File: config.mk
export PLATFORM = sky130hd
export DESIGN_NAME = hex_xor_key_decoder_core
export DESIGN_NICKNAME = d
export VERILOG_FILES = /design/src/design/hxk_pkg.sv /design/src/design/hxk_decode.sv /design/src/design/hxk_out_reg.sv /design/src/design/hex_xor_key_decoder_core.sv
export SDC_FILE = /design/constraint.sdc
export NUM_CORES = 1
export LEC_CHECK = 0
export ABC_AREA = 1
export BUFFER_PORTS_ARGS = -buffer_cell sky130_fd_sc_hd__buf_2
export CORE_ASPECT_RATIO = 1.4
export CORE_MARGIN = 2
export CORE_UTILIZATION = 35
export CTS_CLUSTER_DIAMETER = 120
export DETAILED_ROUTE_END_ITERATION = 10
export GPL_TIMING_DRIVEN = 0
export PLACE_DENSITY = 0.57
export SKIP_LAST_GASP = 1
export SLEW_MARGIN = 20
export SYNTH_ARGS = -nofsm -noshare
export SYNTH_HDL_FRONTEND = slang
export SYNTH_SLANG_ARGS = --single-unit
export TNS_END_PERCENT = 30
File: constraint.sdc
create_clock -name i_clk -period 4.3 [get_ports i_clk]
set_clock_uncertainty 0.05 [all_clocks]
set_input_delay 0 -clock i_clk [delete_from_list [all_inputs] [get_ports i_clk]]
set_output_delay 0 -clock i_clk [all_outputs]
set_load 0.01 [all_outputs]
File: src/design/hxk_pkg.sv
// Package for the repeating-key XOR hex decoder: item types, status codes,
// key tables and the hex digit / key byte helper functions. No dependencies.
package hxk_pkg;

    // Character codes used by the digit decoder
    localparam logic [7:0] CHAR_DASH   = 8'h2d;  // '-'
    localparam logic [7:0] CHAR_ZERO   = 8'h30;  // '0'
    localparam logic [7:0] CHAR_NINE   = 8'h39;  // '9'
    localparam logic [7:0] CHAR_LOW_A  = 8'h61;  // 'a'
    localparam logic [7:0] CHAR_LOW_F  = 8'h66;  // 'f'
    localparam logic [7:0] CHAR_UP_A   = 8'h41;  // 'A'
    localparam logic [7:0] CHAR_UP_F   = 8'h46;  // 'F'
    localparam logic [4:0] DIGIT_TEN   = 5'd10;

    // Key tables; key byte i is TA[i] ^ TB[i] ^ KEY_MASK
    localparam int         TABLE_LEN = 18;
    localparam int         KPOS_W    = 5;
    localparam logic [7:0] KEY_MASK  = 8'h5a;

    localparam logic [7:0] KEY_TA [TABLE_LEN] = '{
        8'h54, 8'h32, 8'h11, 8'h78, 8'h22, 8'h65, 8'h43, 8'h19,
        8'h88, 8'h71, 8'h24, 8'h90, 8'h55, 8'h17, 8'h33, 8'h44, 8'h55, 8'h66
    };
    localparam logic [7:0] KEY_TB [TABLE_LEN] = '{
        8'h5a, 8'h1b, 8'h3e, 8'h5b, 8'h0d, 8'h6c, 8'h7c, 8'h20,
        8'ha0, 8'h4e, 8'h0a, 8'h81, 8'h6a, 8'h34, 8'h5b, 8'h2e, 8'h3d, 8'h0a
    };

    // End-of-string status codes
    typedef enum logic [1:0] {
        ST_OK    = 2'd0,
        ST_EMPTY = 2'd1,
        ST_ODD   = 2'd2,
        ST_BAD   = 2'd3
    } t_status;

    // Input item
    typedef struct packed {
        logic [7:0] in_char;
        logic       in_last;
    } t_in;

    // Result item
    typedef struct packed {
        logic [7:0] out_byte;
        logic       byte_valid;
        logic       end_of_string;
        t_status    status;
    } t_out;

    // Decode one hex character: bit 4 set when the character is a hex digit
    function automatic logic [4:0] hex_digit(input logic [7:0] c);
        logic [4:0] r;
        logic [7:0] d;
        r = 5'd0;
        d = 8'd0;
        if (c >= CHAR_ZERO && c <= CHAR_NINE) begin
            d = c - CHAR_ZERO;
            r = {1'b1, d[3:0]};
        end else if (c >= CHAR_LOW_A && c <= CHAR_LOW_F) begin
            d = c - CHAR_LOW_A + 8'(DIGIT_TEN);
            r = {1'b1, d[3:0]};
        end else if (c >= CHAR_UP_A && c <= CHAR_UP_F) begin
            d = c - CHAR_UP_A + 8'(DIGIT_TEN);
            r = {1'b1, d[3:0]};
        end
        return r;
    endfunction

    // Key byte for a key position below 32; positions past the table wrap once
    function automatic logic [7:0] key_byte(input logic [KPOS_W-1:0] pos);
        logic [KPOS_W-1:0] t;
        t = (pos >= KPOS_W'(TABLE_LEN)) ? pos - KPOS_W'(TABLE_LEN) : pos;
        return KEY_TA[t] ^ KEY_TB[t] ^ KEY_MASK;
    endfunction

endpackage

File: src/design/hxk_decode.sv
// Input register and per-string decode state for the hex XOR decoder.
// Depends on hxk_pkg for item types, the digit decoder and the key table.
module hxk_decode #(
    parameter int KEY_BYTES = 18
) (
    input  logic         i_clk,
    input  logic         i_rst_n,
    input  logic         i_in_valid,
    output logic         o_in_stall,
    input  hxk_pkg::t_in i_in,
    input  logic         i_adv,
    output logic         o_res_valid,
    output hxk_pkg::t_out o_res
);
    import hxk_pkg::*;

    localparam int KPW = (KEY_BYTES > 1) ? $clog2(KEY_BYTES) : 1;

    logic           r_in_valid;
    t_in            r_in;
    logic           r_pend, n_pend;
    logic [3:0]     r_high, n_high;
    logic [KPW-1:0] r_kpos, n_kpos;
    logic           r_bad, n_bad;
    logic           r_digit, n_digit;

    logic           w_dash;
    logic [4:0]     w_dig;
    logic [3:0]     w_val;
    logic           w_done;
    logic           w_have;
    logic           w_step;
    logic           w_pend_end;
    logic [KPW:0]   w_kinc;

    // Hold the input item while the result side is blocked
    assign o_in_stall = r_in_valid && !i_adv;
    assign w_step     = r_in_valid && i_adv;

    always_ff @(posedge i_clk) begin
        if (!i_rst_n) begin
            r_in_valid <= 1'b0;
        end else if (!o_in_stall) begin
            r_in_valid <= i_in_valid;
        end
        if (!o_in_stall && i_in_valid) begin
            r_in <= i_in;
        end
    end

    // Decode the held character against the string state
    always_comb begin
        w_dash  = (r_in.in_char == CHAR_DASH);
        w_dig   = hex_digit(r_in.in_char);
        w_val   = w_dig[4] ? w_dig[3:0] : 4'd0;
        n_bad   = r_bad || (!w_dash && !w_dig[4]);
        n_digit = r_digit || !w_dash;
        w_done  = !w_dash && r_pend;
        w_have  = w_done && !n_bad;
        w_kinc  = {1'b0, r_kpos} + 1'b1;

        n_pend = r_pend;
        n_high = r_high;
        n_kpos = r_kpos;
        if (!w_dash) begin
            if (!r_pend) begin
                n_pend = 1'b1;
                n_high = w_val;
            end else begin
                n_pend = 1'b0;
                n_high = 4'd0;
                n_kpos = (w_kinc >= (KPW+1)'(KEY_BYTES)) ? '0 : w_kinc[KPW-1:0];
            end
        end
        w_pend_end = n_pend;

        // Drop all string state after the last character
        if (r_in.in_last) begin
            n_pend  = 1'b0;
            n_high  = 4'd0;
            n_kpos  = '0;
            n_bad   = 1'b0;
            n_digit = 1'b0;
        end

        o_res_valid = r_in_valid && (w_have || r_in.in_last);
        o_res.out_byte      = w_have ? ({r_high, w_val} ^ key_byte(KPOS_W'(r_kpos))) : 8'd0;
        o_res.byte_valid    = w_have;
        o_res.end_of_string = r_in.in_last;
        priority if (!r_in.in_last) begin
            o_res.status = ST_OK;
        end else if (!(r_digit || !w_dash)) begin
            o_res.status = ST_EMPTY;
        end else if (w_pend_end) begin
            o_res.status = ST_ODD;
        end else if (r_bad || (!w_dash && !w_dig[4])) begin
            o_res.status = ST_BAD;
        end else begin
            o_res.status = ST_OK;
        end
    end

    // Advance string state when the held item moves on
    always_ff @(posedge i_clk) begin
        if (!i_rst_n) begin
            r_pend  <= 1'b0;
            r_high  <= 4'd0;
            r_kpos  <= '0;
            r_bad   <= 1'b0;
            r_digit <= 1'b0;
        end else if (w_step) begin
            r_pend  <= n_pend;
            r_high  <= n_high;
            r_kpos  <= n_kpos;
            r_bad   <= n_bad;
            r_digit <= n_digit;
        end
    end

endmodule

File: src/design/hxk_out_reg.sv
// Result register for the hex XOR decoder; takes a new item whenever empty
// or being drained. Depends on hxk_pkg for the result item type.
module hxk_out_reg (
    input  logic          i_clk,
    input  logic          i_rst_n,
    input  logic          i_res_valid,
    input  hxk_pkg::t_out i_res,
    output logic          o_adv,
    output logic          o_out_valid,
    input  logic          i_out_stall,
    output hxk_pkg::t_out o_out
);
    import hxk_pkg::*;

    logic r_valid;
    t_out r_out;

    // Free when empty or when the held item leaves this cycle
    assign o_adv = !r_valid || !i_out_stall;

    always_ff @(posedge i_clk) begin
        if (!i_rst_n) begin
            r_valid <= 1'b0;
        end else if (o_adv) begin
            r_valid <= i_res_valid;
        end
        if (o_adv && i_res_valid) begin
            r_out <= i_res;
        end
    end

    assign o_out_valid = r_valid;
    assign o_out       = r_out;

endmodule

File: src/design/hex_xor_key_decoder_core.sv
// Repeating-key XOR hex decoder: one character item in, zero or one result out.
// The accepting edge loads the input register; decode and key XOR then load the
// result register once it is free. Throughput: 1 item per cycle while the result
// side does not stall, as the nibble flag and key counter update once per item.
// Reset (synchronous, active low) empties both registers and clears the
// per-string state; the block accepts items in the first cycle after reset.
module hex_xor_key_decoder_core #(
    parameter int KEY_BYTES = 18
) (
    input  logic          i_clk,
    input  logic          i_rst_n,
    input  logic          i_in_valid,
    output logic          o_in_stall,
    input  hxk_pkg::t_in  i_in,
    output logic          o_out_valid,
    input  logic          i_out_stall,
    output hxk_pkg::t_out o_out
);
    import hxk_pkg::*;

    logic w_adv;
    logic w_res_valid;
    t_out w_res;

    // Decode stage with string state
    hxk_decode #(
        .KEY_BYTES (KEY_BYTES)
    ) u_decode (
        .i_clk       (i_clk),
        .i_rst_n     (i_rst_n),
        .i_in_valid  (i_in_valid),
        .o_in_stall  (o_in_stall),
        .i_in        (i_in),
        .i_adv       (w_adv),
        .o_res_valid (w_res_valid),
        .o_res       (w_res)
    );

    // Result register
    hxk_out_reg u_out_reg (
        .i_clk       (i_clk),
        .i_rst_n     (i_rst_n),
        .i_res_valid (w_res_valid),
        .i_res       (w_res),
        .o_adv       (w_adv),
        .o_out_valid (o_out_valid),
        .i_out_stall (i_out_stall),
        .o_out       (o_out)
    );

endmodule

### Yosys cells after proc, flatten, opt, wreduce, memory -nomap -nowiden

Memory sizes are Yosys's and may differ from the RTL's.
Cells that the tools add are included.

| word-level totals | value |
|---|---|
| latch bits | 0 |
| flip-flop bits (word level) | 35 |
| ROM bits | 512 |
| memories | 2 |
| RAM bits | 0 |
| bits of input ports | 13 |

| cells by class | value |
|---|---|
| magnitude comparators | 9 |
| eq/ne operators | 2 |
| shift-type cells | 0 |
| add/subtract/negate cells | 7 |
| divide/modulo/power cells | 0 |
| mux-type cells | 24 |
| reductions and logical operators | 26 |
| bitwise operators | 4 |
| multipliers | 0 |

Memories:

| name | words | bits a word | read ports | clocked after memory_dff | wr ports | line | source |
|---|---|---|---|---|---|---|---|
| (no name shown) | 32 | 8 | 1 | 0 | 0 | hxk_pkg.sv:74 | `return KEY_TA[t] ^ KEY_TB[t] ^ KEY_MASK;` |
| (no name shown) | 32 | 8 | 1 | 0 | 0 | hxk_pkg.sv:74 |  |

Operators by type and width:

| cell | count |
|---|---|
| $mux 5 | 8 |
| $mux 8 | 4 |
| $ge 8x7->1 const B | 2 |
| $le 8x7->1 const B | 2 |
| $mux 4 | 4 |
| $xor 8x8->8 | 2 |
| $sub 4x1->4 const B | 3 |
| $logic_and 1x1->1 | 11 |
| $add 4x4->4 const B | 2 |
| $eq 8x6->1 const B | 1 |
| $ge 8x6->1 const B | 1 |
| $le 8x6->1 const B | 1 |
| $logic_not 1->1 | 7 |
| $add 5x1->6 const B | 1 |
| $ge 6x5->1 const B | 1 |
| $ge 6x6->1 const B | 1 |
| $mux 1 | 6 |
| $not 5->6 | 1 |
| $ge 5x5->1 const B | 1 |
| $sub 5x5->5 const B | 1 |
| $logic_or 1x1->1 | 4 |
| $mux 2 | 2 |
| $not 4->4 | 1 |
| $reduce_and 2->1 | 2 |
| 3 further kinds | 3 |

### Logic depth before layout (Yosys ltp)

| depth | value |
|---|---|
| depth in word-level cells | 13 |
| mapped depth | 20 |

### Cells and area by module

Synthesis repeated with hierarchy kept, for this count alone.

| second synthesis, totals | value |
|---|---|
| cell total of the unflattened synthesis | 338 |
| area, all modules | 2456.1 sq um |

By module, submodules not included:

| module | times used | cells an instance | area an instance (sq um) |
|---|---|---|---|
| hxk_decode | 1 | 320 | 2048.2 |
| hxk_out_reg | 1 | 18 | 407.9 |

### Least setup slack after synthesis

No wires, ideal clock.

| timing | value |
|---|---|
| path kind | register to register |
| start point | reg u_decode.r_kpos[0] |
| end point | reg u_out_reg.r_out, in the netlist u_out_reg.o_out[7], data pin |
| setup time | 255 ps |
| setup slack | 1513 ps |
| stages on the path, launching flop included | 19 |
| arrival time | 2483 ps |
| period minus slack after synthesis | 2787 ps |
| cells stage by stage | dfxtp_1 -> inv_1 -> ha_1 -> nand2_4 -> nand2_4 -> nand2_2 -> nand2_1 -> nand2_1 -> inv_1 -> ha_1 -> inv_1 -> nand2_1 -> nor2_1 -> inv_1 -> nand2_2 -> xor2_2 -> nand3_1 -> nand2_1 -> nor2_1 |

| between the ends | value |
|---|---|
| cells in the longest elaborated chain, start to end | 9 |
| elaborated cells between the ends (all ways) | 13 |
| classes of those cells | 1 x add/sub; 1 x order compare; 5 x mux; 4 x bitwise; 2 x memory |

RTL lines:

| what | line | source |
|---|---|---|
| from (decl) | hxk_decode.sv:23 | `logic [KPW-1:0] r_kpos, n_kpos;` |
| from (signal assigned) | hxk_decode.sv:114 | `r_kpos <= n_kpos;` |
| $sub 5x5->5 or $ge 5x5->1 (tied branches) | hxk_pkg.sv:73 | `t = (pos >= KPOS_W'(TABLE_LEN)) ? pos - KPOS_W'(TABLE_LEN) : pos;` |
| $mux 5 * | hxk_pkg.sv:73 |  |
| $not 5->6 (implied by the code) * | hxk_pkg.sv:74 |  |
| $mem_v2 32x8 | n/a |  |
| $mux 8 (implied by the code) (2 in a row) | hxk_pkg.sv:74 |  |
| $xor 8x8->8 * | hxk_pkg.sv:74 |  |
| $not 4->4 (no source line) * | n/a |  |
| $xor 8x8->8 * | hxk_decode.sv:87 | `o_res.out_byte = w_have ? ({r_high, w_val} ^ key_byte(KPOS_W'(r_kpos))) : 8'd0;` |
| to (signal assigned) | hxk_out_reg.sv:28 | `r_out <= i_res;` |
| to (decl) | hxk_out_reg.sv:16 | `t_out r_out;` |

Mark *: on every way between the ends. The rest lies on a longest branch, timed or not. The select of a mux whose other input is x is not followed.
A chain may end at the register's enable or synchronous reset.

### Worst setup path in the final report

| timing | value |
|---|---|
| start point | reg u_decode.r_kpos[0] |
| end point | reg u_out_reg.r_out, in the netlist u_out_reg.o_out[5], data pin |

Same word-level chain as after synthesis.

==> summary.md <==
| Metric | Value |
|---|---|
| Buffer and inverter count on the worst path | `4` |
| First-pass GRT wire length | `8810 µm` |
| Most frequent CP cell | `inv_1` |
| Area delta synth->final | `18.2%` |
| Max cap viols | `0` |
| Worst flop-to-flop path startpoint | `u_decode.r_kpos[0]` |
| RSZ-0062 raised after global routing | `false` |
| Final Cycle Share | `77.3%` |
| Slowest cell on crit path | `dfxtp_1` |
| Total track usage | `15.2%` |
| Die H | `101 µm` |
| Fraction of layout cells with a size suffix above 1 | `17.7%` |
| Placeable Area | `6570 µm²` |
| Critical Path RT | `4.30 ns` |
| DRT Pass-1 Iters | `4` |
| Sequential share of the synthesized area | `38.4%` |
| Final setup vio count | `0` |
| Area leader, netlist | `edfxtp_1` |
| Wire length per cell | `12.1 µm` |
| Setup tns final | `0 ns` |
| Clk root buf | `clkbuf_8` |
| Worst hold margin | `0.373 ns` |
| Post-route DRC | `0` |
| Final-report max-slew violation count | `0` |
| Clk_lat worst skew | `0.28 ns` |
| Synthesized area | `2370 µm²` |
| Post-CTS Setup Bufs | `0` |
| Post-Syn Nets | `344` |
| Crit path DAT | `3.32 ns` |
| ANT cells | `0` |
| Final instance area | `2800 µm²` |
| Slew @ Worst Pin | `0.675 ns` |
| Placed Instance Area | `2590 µm²` |
| Final ANT Viol Nets | `0` |
| Syn avg cell area | `7.50 µm²` |
| P_leak | `1.26 nW` |
| GR Util met3 | `2.69%` |
| DRT iter0 DRCs | `83` |
| Largest cells by area after synthesis | `edfxtp_1 27%, nand2_1 13%, dfxtp_1 12%, nand3_1 8.0%, ha_1 7.9%` |
| IO Port Bufs | `26` |
| Kind of cell adding the most delay to the critical path | `simple AND/OR/NAND/NOR gates` |
| Top cell type's share of synthesized area | `26.6%` |
| Gate Count Post-Synth | `316` |
| Max rail drop VDD | `170 µV` |
| Grt ovf | `0` |
| Fmax achieved | `0.301 GHz` |
| CP max FO | `12` |
| WS Path Type | `reg2reg` |
| GR Util met1 | `17.8%` |
| Pwr/cell area | `243 nW/µm²` |
| CP Launch Point | `u_decode.r_kpos[0]` |
| Status | `completed` |
| Synth unique cells | `35` |
| Rel. slew slack | `55.0%` |
| Number of global-route vias before repair | `1958` |
| GPL Wtd Cong | `0.858` |
| Flops & latches, synth | `35` |
| # rows | `35` |
| Final hold violation count | `0` |
| Via density per instance | `4.91` |
| Non-Filler Instances | `436` |
| Hold Crit Start | `i_in[5]` |
| Post-CTS Resized | `0` |
| Startpoint types | `register` |
| Clk slew on worst S/H paths | `0.07 ns` |
| Vias | `2139` |
| Die X | `73.5 µm` |
| Initial antenna violation count | `0` |
| Fillers | `672` |
| Post-cts hold buffer count | `12` |
| CTS H-Tree Depth | `2` |
| Starting Density | `36.1%` |
| Number of CTS-inserted buffers | `5` |
| CTS tree | `yes` |
| Hold WC Path Type | `in2reg` |
| CTS sink count | `35` |
| Die area | `7450 µm²` |
| Gr busiest metal | `met2` |
| Fin nets | `389` |
| Crit path largest cell delay | `0.61 ns` |
| DP Cell Count | `416` |
| Largest net degree at the start of global routing | `13` |
| Final wirelength | `5290 µm` |
| Tmin final | `3.32 ns` |
| Most frequent cells in the layout | `85 x nand2_1, 43 x inv_1, 38 x nand3_1` |
| Clock buffer depth | `2` |
| Boundary Pins | `27` |
| Fin util | `42.6%` |
| Post-DP HPWL | `4120 µm` |
| Synth warn | `0` |
| Crit. End Element | `register` |
| Crit-path cells | `inv_1, ha_1, nand2_4, nand2_4, nand2_2, nand2_1, nand2_1, inv_1, ha_1, inv_1, nand2_1, nor2_1, inv_1, nand2_2, nand4_1, a21oi_1, nor2_1` |
| Commonest non-fill, non-tap cell in the layout | `nand2_1` |
| Grt met2 use | `27.2%` |
-- worst register-to-register path: cells and delay by family, from the launching register on --
kind                     cells  cell delay [ns]
flip-flops                   1             0.61
buffers and inverters        4             0.57
AO/OA/AOI/OAI                1             0.16
adder cells (fa/ha/maj)      2             0.68
AND/OR/NAND/NOR             10             1.02
-- sequential cells by signal (all words and copies together), names as in the netlist --
register and count:
u_decode.r_kpos 5, u_decode.r_high 4, u_decode.r_pend 1, u_out_reg.o_out 12, u_decode.o_res 1, u_out_reg.o_out_valid 1
u_decode.r_in 8, u_decode.r_in_valid 1, u_decode.r_bad 1, u_decode.r_digit 1
-- path summary, 6_finish.rpt --
check / depth (start not counted) / slack (ns) / endpoint
setup reg to reg: 17 / 0.98 / u_out_reg.o_out[5]
hold / removal: 2 / 0.37 / u_decode.r_in[5]
setup / recovery: 17 / 0.98 / u_out_reg.o_out[5]
hold reg to reg: 2 / 0.41 / u_decode.r_digit
-- metrics by stage --
step	total power, mW	worst slack (ns)
floorplan	0.424	1.51
global placement	0.444	0.997
detailed placement	0.445	0.946
CTS	0.688	0.935
global route	0.709	0.622
finish	0.681	0.976
-- layout make-up --
class	count	area (µm²)	share of cell area [%]
Tap cell	74	92.6	3.31
Clock inverter	2	12.5	0.447
Buffer	6	43.8	1.56
Multi-Input combinational cell	229	1250	44.5
Inverter	46	173	6.16
Timing Repair Buffer	38	250	8.93
Sequential cell	35	911	32.5
Clock buffer	6	72.6	2.59
-- synthesized netlist by cell type (all sizes together) --
| cell type | n |
|---|---|
| xnor2 | 1 |
| o21a | 2 |
| clkbuf | 1 |
| a21oi | 21 |
| a22oi | 1 |
| buf | 5 |
| nand3 | 40 |
| edfxtp | 21 |
| ha | 15 |
| nand3b | 2 |
| nor3 | 3 |
| nand2 | 94 |
| xor2 | 3 |
| nand4 | 5 |
| dfxtp | 14 |
| o211ai | 1 |
| inv | 46 |
| or2 | 2 |
| nor4 | 1 |
| a31oi | 1 |
| o21ai | 16 |
| nor2 | 21 |
-- per-layer routing --
layer / up-vias / part of all wire (%)
met5: - / 0
met4: 0 / 1.8
met3: 8 / 3.2
met2: 45 / 53
met1: 965 / 42
li1: 1121 / -
-- logic make-up (layout without fill, tap and decap cells) --
logic type / Yosys count / count (layout) / synth area share (%)
flops: 35 / 35 / 38.4
simple gates: 168 / 168 / 32.7
compound gates: 42 / 42 / 9.98
buf+inv: 52 / 98 / 9.13
xor+xnor: 4 / 4 / 1.80
fa+ha+maj: 15 / 15 / 7.92
-- where the power goes --
group | total (mW) | switching (mW) | internal, mW
logic | 0.0715 | 0.0420 | 0.0294
clock network | 0.235 | 0.122 | 0.113
registers | 0.375 | 0.00769 | 0.367
total | 0.681 | 0.172 | 0.510
Note: power is estimated with default switching activity, not from simulation.
